[config.mk]
export PLATFORM = sky130hd
export DESIGN_NAME = pls_cell
export DESIGN_NICKNAME = d
export VERILOG_FILES = /design/src/hw/rtl/positional_list_store_top_macros.svh /design/src/hw/rtl/pls_pkg.sv /design/src/hw/rtl/pls_cell.sv
export SDC_FILE = /design/constraint.sdc
export NUM_CORES = 1
export LEC_CHECK = 0
export CORE_AREA = 2 2 78 80
export DETAILED_ROUTE_END_ITERATION = 6
export DIE_AREA = 0 0 80 82
export DONT_BUFFER_PORTS = 1
export PLACE_DENSITY_LB_ADDON = 0.12
export SETUP_SLACK_MARGIN = 0.02
export SLEW_MARGIN = 25
export SYNTH_ARGS = -nofsm -noshare
export SYNTH_HDL_FRONTEND = slang
export SYNTH_SLANG_ARGS = --single-unit
[constraint.sdc]
create_clock -name clk -period 4.8 [get_ports clk]
set_input_delay 0.96 -clock clk [delete_from_list [all_inputs] [get_ports clk]]
set_output_delay 0.96 -clock clk [all_outputs]
set_load 0.02 [all_outputs]
[src/hw/rtl/positional_list_store_top_macros.svh]
// Assertion macros used by the top-level RTL file.
`ifndef POSITIONAL_LIST_STORE_TOP_MACROS_SVH
`define POSITIONAL_LIST_STORE_TOP_MACROS_SVH

// Implication checked on every rising clk edge outside reset.
`define PLS_ASSERT_IMPL(label, ante, cons, msg) \
  label: assert property (@(posedge clk) disable iff (!rst_n) (ante) |-> (cons)) \
    else $error(msg);

// Next-cycle implication checked on every rising clk edge outside reset.
`define PLS_ASSERT_NEXT(label, ante, cons, msg) \
  label: assert property (@(posedge clk) disable iff (!rst_n) (ante) |=> (cons)) \
    else $error(msg);

// Invariant checked on every rising clk edge outside reset.
`define PLS_ASSERT_ALWAYS(label, expr, msg) \
  label: assert property (@(posedge clk) disable iff (!rst_n) (expr)) \
    else $error(msg);

`endif

[src/hw/rtl/pls_pkg.sv]
package pls_pkg;

  // list geometry
  localparam int CAPACITY = 64;
  localparam int IDX_W    = $clog2(CAPACITY);
  localparam int CNT_W    = 7;
  localparam int POS_W    = 16;
  localparam int WORD_W   = 32;

  typedef logic [WORD_W-1:0] word_t;
  typedef logic [IDX_W-1:0]  idx_t;

  // command codes
  typedef enum logic [1:0] {
    CMD_CLEAR  = 2'd0,
    CMD_INSERT = 2'd1,
    CMD_DELETE = 2'd2,
    CMD_READ   = 2'd3
  } cmd_t;

  // status codes
  typedef enum logic [1:0] {
    ST_DONE  = 2'd0,
    ST_RANGE = 2'd1,
    ST_FULL  = 2'd2
  } status_t;

  // what the row of cells does this cycle
  typedef enum logic [1:0] {
    SH_HOLD   = 2'd0,
    SH_INSERT = 2'd1,
    SH_DELETE = 2'd2
  } shift_op_t;

  // broadcast from the controller to every cell
  typedef struct packed {
    shift_op_t op;
    idx_t      idx;
    word_t     word;
  } cell_ctrl_t;

endpackage

[src/hw/rtl/pls_cell.sv]
module pls_cell (
  input  logic               clk,
  input  pls_pkg::idx_t      cell_idx,
  input  pls_pkg::cell_ctrl_t ctrl,
  input  pls_pkg::word_t     left_word,
  input  pls_pkg::word_t     right_word,
  output pls_pkg::word_t     word,
  output pls_pkg::word_t     sel_word
);

  pls_pkg::word_t word_r;
  pls_pkg::word_t word_nxt;

  // shift toward the tail on insert, toward the head on delete
  always_comb begin
    word_nxt = word_r;
    unique case (ctrl.op)
      pls_pkg::SH_INSERT: begin
        if (cell_idx == ctrl.idx) begin
          word_nxt = ctrl.word;
        end else if (cell_idx > ctrl.idx) begin
          word_nxt = left_word;
        end
      end
      pls_pkg::SH_DELETE: begin
        if (cell_idx >= ctrl.idx) begin
          word_nxt = right_word;
        end
      end
      default: word_nxt = word_r;
    endcase
  end

  always_ff @(posedge clk) begin
    word_r <= word_nxt;
  end

  assign word = word_r;

  // drive the read bus only when addressed
  assign sel_word = (cell_idx == ctrl.idx) ? word_r : '0;

endmodule
# Word-level counts from Yosys, hierarchy flattened

Index checks and enable logic that the tools add are counted.

Input port bits: 111
Register bits after elaboration: 32
Logic and storage cells: 15

Order comparisons: 2
Equal/unequal tests: 5
Reduce and logical (&&, ||, !) cells: 2
Multiplexer cells: 5

Operator list:

| cell                 | number |
|---|---|
| $mux W32             | 4 |
| $pmux W32 S2         | 1 |
| $eq A6 B6 Y1         | 1 |
| $ge A6 B6 Y1         | 1 |
| $gt A6 B6 Y1         | 1 |
| $ne A3 B3 Y1 const B | 1 |
| $reduce_and A3 Y1    | 1 |
| $eq A2 B1 Y1 const B | 1 |
| $eq A2 B2 Y1 const B | 1 |
| $ne A2 B2 Y1 const B | 1 |
| $reduce_bool A2 Y1   | 1 |

# Longest topological paths before layout

Gate-level depths: netlist (run 1).

Depth in word-level cells: 4
Gate-level depth with buffers: 7

# Worst setup path before layout (run 1)

No wires, ideal clock.

Kind: input to register
Start point: input port ctrl[37] in the netlist's numbering
End point: register word_r[0], in the netlist word[0] (enable)
Setup slack: 0.829 ns
Setup time: 0.440 ns
Data arrival time: 3.531 ns
Stages: 6
Path buffers: 1
Cell sequence: inv_1 > ha_1 > and4_1 > buf_6 > o21ai_0 > a41oi_1

Longest elaborated chain between the ends: 3

RTL lines:

| item                                                   | line           | RTL |
|---|---|---|
| start: declaration                                     | pls_cell.sv:4  | `input pls_pkg::cell_ctrl_t ctrl,` |
| $gt A6 B6 Y1 (tied with other cells)                   | pls_cell.sv:21 | `end else if (cell_idx > ctrl.idx) begin` |
| $ne A3 B3 Y1 (no line) or $ne A2 B2 Y1 (tied branches) | -              |  |
| $reduce_and A3 Y1 (no line) (*)                        | -              |  |
| end signal: assignment                                 | pls_cell.sv:35 | `word_r <= word_nxt;` |
| end: declaration                                       | pls_cell.sv:11 | `pls_pkg::word_t word_r;` |

Mark *: on every way between the ends. The rest lies on a longest branch, timed or not.
A chain may end at the register's enable or synchronous reset.

# Worst setup path in the final report (run 1)

Start point: input port cell_idx[0]
End point: output port sel_word[0]

Longest elaborated chain between the ends: 2

RTL lines:

| item               | line           | RTL |
|---|---|---|
| start: declaration | pls_cell.sv:3  | `input pls_pkg::idx_t cell_idx,` |
| $eq A6 B6 Y1       | pls_cell.sv:41 | `assign sel_word = (cell_idx == ctrl.idx) ? word_r : '0;` |
| $mux W32           | pls_cell.sv:41 |  |
| end: declaration   | pls_cell.sv:8  | `output pls_pkg::word_t sel_word` |

Every way passes these cells.

==> metrics, run 1 <==
result of the run complete, no violations; CP startpoint cell_idx[0]; ratio of total power to cell area between 300 and 400 mW/mm^2; Hold Buf Count CTS 0; worst path required time about 3.8 ns; antenna diode instance count 0; synthesis warning total 0; DIE HEIGHT between 80 and 90 um; CP arrival around 2.6 ns; number of instances in the synthesized netlist 245; Routed Wire Length 6080 um; Core Region 0.00575 sq mm; final hold violations 0; CTS Root Cell sky130_fd_sc_hd__clkbuf_8; fill cell instance count of the final layout around 580; routed vias between 1500 and 2000; critical path fanouts, max 33; TNS Setup 0 ns; Clock transition at path regs roughly 0.07 ns; total number of H-tree levels 2; antenna violations before repair 0; average cell area after synthesis about 9 sq um; CP Capture Type output pin; number of nets still failing antenna checks after routing 0; post-synthesis cell type with the largest combined area sky130_fd_sc_hd__edfxtp_1; most area-consuming cells after synthesis sky130_fd_sc_hd__edfxtp_1 (43%), sky130_fd_sc_hd__nand4_1 (9.2%), sky130_fd_sc_hd__a31oi_1 (8.9%); Initial Utilization 0.392; Mapped Area 0.00225 sq mm; drt first-iter violations 75; startpoint types primary input; Initial DRT Pass Iterations 4; RSZ-0062 raised after global routing false; part of the Yosys area used for sequential elements 0.426; number of pins with negative max-slew slack in the final report 0; endpoints failing setup 0; type of the worst min-delay path primary input to flip-flop; number of remaining DRC errors 0; min cycle time layout about 3.5 ns; largest buffer count on any clock path 2; Post-DP HPWL between 4000 and 5000 um; clock sink total 32; critical path class primary input to output pin; boundary pin count about 180; Leakage Power 0.000744 uW; most common library cell in the layout ignoring fill and taps sky130_fd_sc_hd__nand4_1; worst setup path endpoint sel_word[0]; floorplan row count 28; synthesis-to-layout area growth 1.72%; weighted congestion reported at the end of routability-driven placement 0.727; pin count of the biggest net entering global routing 65; highest clock rate roughly 280 MHz; worst-case hold slack about 0.94 ns; placed cell area between 0.002 and 0.0025 sq mm; Peak supply drop around 0.00013 V; global-route wire length before repair just under 9000 um; post-route fraction of the period consumed by the critical path 0.738; die area 0.00656 sq mm; Final nets between 300 and 400; Die X approximately 80 um; area share of the largest cell type after synthesis 0.426; leading cell types in the layout, fill and taps excluded sky130_fd_sc_hd__nand4_1 (33), sky130_fd_sc_hd__nor2_1 (32), sky130_fd_sc_hd__a31oi_1 (32), sky130_fd_sc_hd__and2_1 (32), sky130_fd_sc_hd__edfxtp_1 (32); clock tree from TritonCTS built; net count of the mapped netlist 362; Tot GR Track Use 0.174; final total power just under 800 uW; post-synthesis sequential element count 32; Wirelength per Cell about 20 um; setup slack after layout 1.26 ns; Largest register FFs 32; worst-margin pin slew approximately 0.7 ns; total global routing overflow 0; layout cells sized above 1 0.0652; post-cts sizing count 0; final non-filler cell area about 0.0023 sq mm; setup bufs post-CTS 0; Vias/cell ~6.2; worst slew margin relative to its limit 0.535; number of distinct library cells after synthesis 26; maxcap violations 0; Port-buffer cells 0; Place WS 0.905 ns; number of global-route vias before repair 1724; clock buffers created by TritonCTS 5
[metal layers]
metal | track usage | vias to the layer above | wire length [um]
li1 | - | 880 | -
met1 | 0.206 | 883 | 2340
met2 | 0.297 | 105 | 3070
met3 | 0.0593 | 10 | 569
met4 | 0.0559 | 0 | 104
met5 | 0 | - | 0
[worst max-delay path, stage by stage]
cell	delay [ns]
sky130_fd_sc_hd__inv_1	0.03
sky130_fd_sc_hd__ha_1	0.31
sky130_fd_sc_hd__nand2_2	0.34
sky130_fd_sc_hd__nor2_4	0.57
sky130_fd_sc_hd__and2_1	0.36
[kinds of logic (layout without fill, tap and decap cells)]
kind of cell / count (synthesis) / count (layout) / share of synthesized area
fa+ha+maj: 6 / 6 / 0.0333
flops: 32 / 32 / 0.426
buf+inv: 34 / 19 / 0.112
compound gates: 68 / 68 / 0.171
simple gates: 104 / 104 / 0.253
xor+xnor: 1 / 1 / 0.00389
[worst min path at each step]
stage	startpoint	to	slack, ns	cells past startpoint
after global routing	right_word[4]	word[4]$_DFFE_PP_	0.94	2
final	right_word[4]	word[4]$_DFFE_PP_	0.94	2
after detailed placement	right_word[16]	word[16]$_DFFE_PP_	1.23	2
after global placement	right_word[4]	word[4]$_DFFE_PP_	1.23	2
after CTS	right_word[16]	word[16]$_DFFE_PP_	0.93	2
after floorplan	right_word[30]	word[30]$_DFFE_PP_	1.21	2
[cells in the mapped netlist]
| master | number |
|---|---|
| sky130_fd_sc_hd__nand4_1 | 33 |
| sky130_fd_sc_hd__clkbuf_8 | 3 |
| sky130_fd_sc_hd__and4_1 | 1 |
| sky130_fd_sc_hd__ha_1 | 6 |
| sky130_fd_sc_hd__o21ai_0 | 31 |
| sky130_fd_sc_hd__nand3_1 | 2 |
| sky130_fd_sc_hd__nand2b_1 | 1 |
| sky130_fd_sc_hd__clkbuf_1 | 9 |
| sky130_fd_sc_hd__buf_6 | 4 |
| sky130_fd_sc_hd__buf_4 | 2 |
| sky130_fd_sc_hd__a21oi_1 | 1 |
| sky130_fd_sc_hd__nand2_2 | 1 |
| sky130_fd_sc_hd__buf_12 | 3 |
| sky130_fd_sc_hd__a41oi_1 | 1 |
| sky130_fd_sc_hd__edfxtp_1 | 32 |
| sky130_fd_sc_hd__clkbuf_2 | 3 |
| sky130_fd_sc_hd__a31oi_1 | 32 |
| sky130_fd_sc_hd__inv_1 | 6 |
| sky130_fd_sc_hd__a21o_1 | 1 |
| sky130_fd_sc_hd__nor2b_1 | 1 |
| sky130_fd_sc_hd__and2_1 | 32 |
| sky130_fd_sc_hd__o21ai_1 | 2 |
| sky130_fd_sc_hd__buf_2 | 4 |
| sky130_fd_sc_hd__nor2_2 | 1 |
| sky130_fd_sc_hd__nor2_1 | 32 |
| sky130_fd_sc_hd__xnor2_1 | 1 |
[area by class of cell]
type                            count  area, sq um  share of cell area
Multi-Input combinational cell    179         1070               0.468
Sequential cell                    32          961               0.419
Tap cell                           75         93.8              0.0409
Clock buffer                        5         68.8              0.0300
Clock inverter                      3         37.5              0.0164
Timing Repair Buffer                5         37.5              0.0164
Inverter                            6         22.5             0.00982
[stage by stage]
stage	utilization	std cells
floorplan	-	245
global placement	0.379	297
detailed placement	0.380	297
CTS	0.398	305
global route	0.399	305
finish	0.399	305
[report_power, final]
part           switching, uW  internal, uW
clock network           99.7           151
registers               67.9           359
logic                   81.9          31.5
total                    250           542
Power figures use the tool's default switching activity.
==> run 2: changes to the inputs <==
clock period = 2.9 ns   (was 4.8 ns; I/O delays follow)
==> metrics, run 2 (synthesis gave the netlist of run 1 again) <==
leading cell types in the layout, fill and taps excluded sky130_fd_sc_hd__nand4_1 (33), sky130_fd_sc_hd__nor2_1 (32), sky130_fd_sc_hd__a31oi_1 (32), sky130_fd_sc_hd__and2_1 (32), sky130_fd_sc_hd__edfxtp_1 (32); Leakage Power 0.000780 uW; routed vias about 1900; result of the run complete, no violations; Peak supply drop 0.000180 V; highest clock rate approximately 440 MHz; critical path class primary input to output pin; number of pins with negative max-slew slack in the final report 0; delay of the slowest cell on the worst path between 0.3 and 0.4 ns; weighted congestion reported at the end of routability-driven placement 0.779; Tot GR Track Use 0.177; boundary pin count between 150 and 200; Wirelength per Cell between 15 and 20 um; clock buffers created by TritonCTS 5; Initial DRT Pass Iterations 4; area taken by flip-flops and latches ~960 sq um; drt first-iter violations just under 60; Initial Utilization 0.392; pin count of the biggest net entering global routing 35; fill cell instance count of the final layout about 600; Die X around 80 um; post-route fraction of the period consumed by the critical path 0.781; type of the worst min-delay path primary input to flip-flop; total number of H-tree levels 2; setup bufs post-CTS 0; Core Region between 0.005 and 0.006 sq mm; number of nets still failing antenna checks after routing 0; worst slew margin relative to its limit 0.578; Final nets 354; antenna violations before repair 0; worst-margin pin slew between 0.6 and 0.7 ns; Vias/cell 6.06; worst path required time 2.32 ns; CP Capture Type output pin; DIE HEIGHT 82 um; antenna diode instance count 0; series of cell instances along the critical path inv_1 > ha_1 > nand4_1 > nor2_2 > buf_4 > and2_1; endpoints failing setup 0; Hold Buf Count CTS 0; min cycle time layout 2.26 ns; clock tree from TritonCTS built; largest buffer count on any clock path 2; final hold violations 0; worst hold path endpoint word[27]$_DFFE_PP_; critical path fanouts, max 20; maxcap violations 0; worst hold path cell count 2; Critical path buffers and inverters 2; placed cell area 0.00224 sq mm; most common library cell in the layout ignoring fill and taps sky130_fd_sc_hd__nand4_1; floorplan row count 28; ratio of total power to cell area about 560 mW/mm^2; multi-input gate area in the final layout between 0.001 and 0.0015 sq mm; final core occ 0.408; CTS Root Cell sky130_fd_sc_hd__clkbuf_8; Worst path slowest cell sky130_fd_sc_hd__ha_1; synthesis-to-layout area growth 4.00%; CP arrival between 1.5 and 2 ns; global-route wire length before repair slightly below 9000 um; startpoint of the tightest hold check path right_word[27]; clock sink total 32; post-cts sizing count 0; number of cells after detailed placement approximately 310; number of global-route vias before repair 1702; final cell count without fillers 313; RSZ-0062 raised after global routing false; Clock transition at path regs around 0.060 ns; startpoint types primary input; layout cells sized above 1 0.101; Routed Wire Length 6000 um; Post-DP HPWL between 4000 and 5000 um; die area 0.00656 sq mm; category of cells accounting for the largest share of critical-path delay simple AND/OR/NAND/NOR gates; Largest register FFs 32; TNS Setup 0 ns; Port-buffer cells 0; final non-filler cell area 0.00234 sq mm; total global routing overflow 0; number of remaining DRC errors 0
[run 2: final cells by class]
cell class,instances,share of cell area
inverter,6,0.00961
clock buffer,6,0.0309
multi-input combinational,179,0.453
sequential,32,0.410
tap,75,0.0400
timing repair buffer,13,0.0416
clock inverter,2,0.0149
[run 2: power breakdown]
group	switching (uW)	total, uW	leakage, uW	internal, uW
registers	111	705	0.000303	594
clock network	152	407	0.0000552	255
logic	135	196	0.000422	61.3
total	398	1310	0.000780	910
[run 2: routing by layer]
metal	track usage	vias up	share of wire
li1	-	896	-
met1	0.209	900	0.40
met2	0.311	98	0.51
met3	0.0505	4	0.083
met4	0.0525	0	0.011
met5	0	-	0
[run 2: worst max path at each step]
stage | startpoint | slack (ns) | depth (start not counted) | to
after floorplan | ctrl[37] | 0.09 | 7 | word[0]$_DFFE_PP_
after global placement | ctrl[37] | 0.65 | 6 | sel_word[9]
after detailed placement | ctrl[37] | 0.63 | 6 | sel_word[22]
after CTS | ctrl[37] | 0.63 | 6 | sel_word[22]
after global routing | ctrl[37] | 0.50 | 6 | sel_word[4]
final | ctrl[37] | 0.64 | 6 | sel_word[22]
[run 2: through the flow]
stage	hold slack [ns]	power (uW)	worst slack, ns
2_1_floorplan	0.834	876	0.0903
3_5_place_dp	0.845	914	0.626
5_1_grt	0.560	1370	0.503
4_1_cts	0.555	1330	0.628
6_report	0.566	1310	0.635
3_3_place_gp	0.840	914	0.651
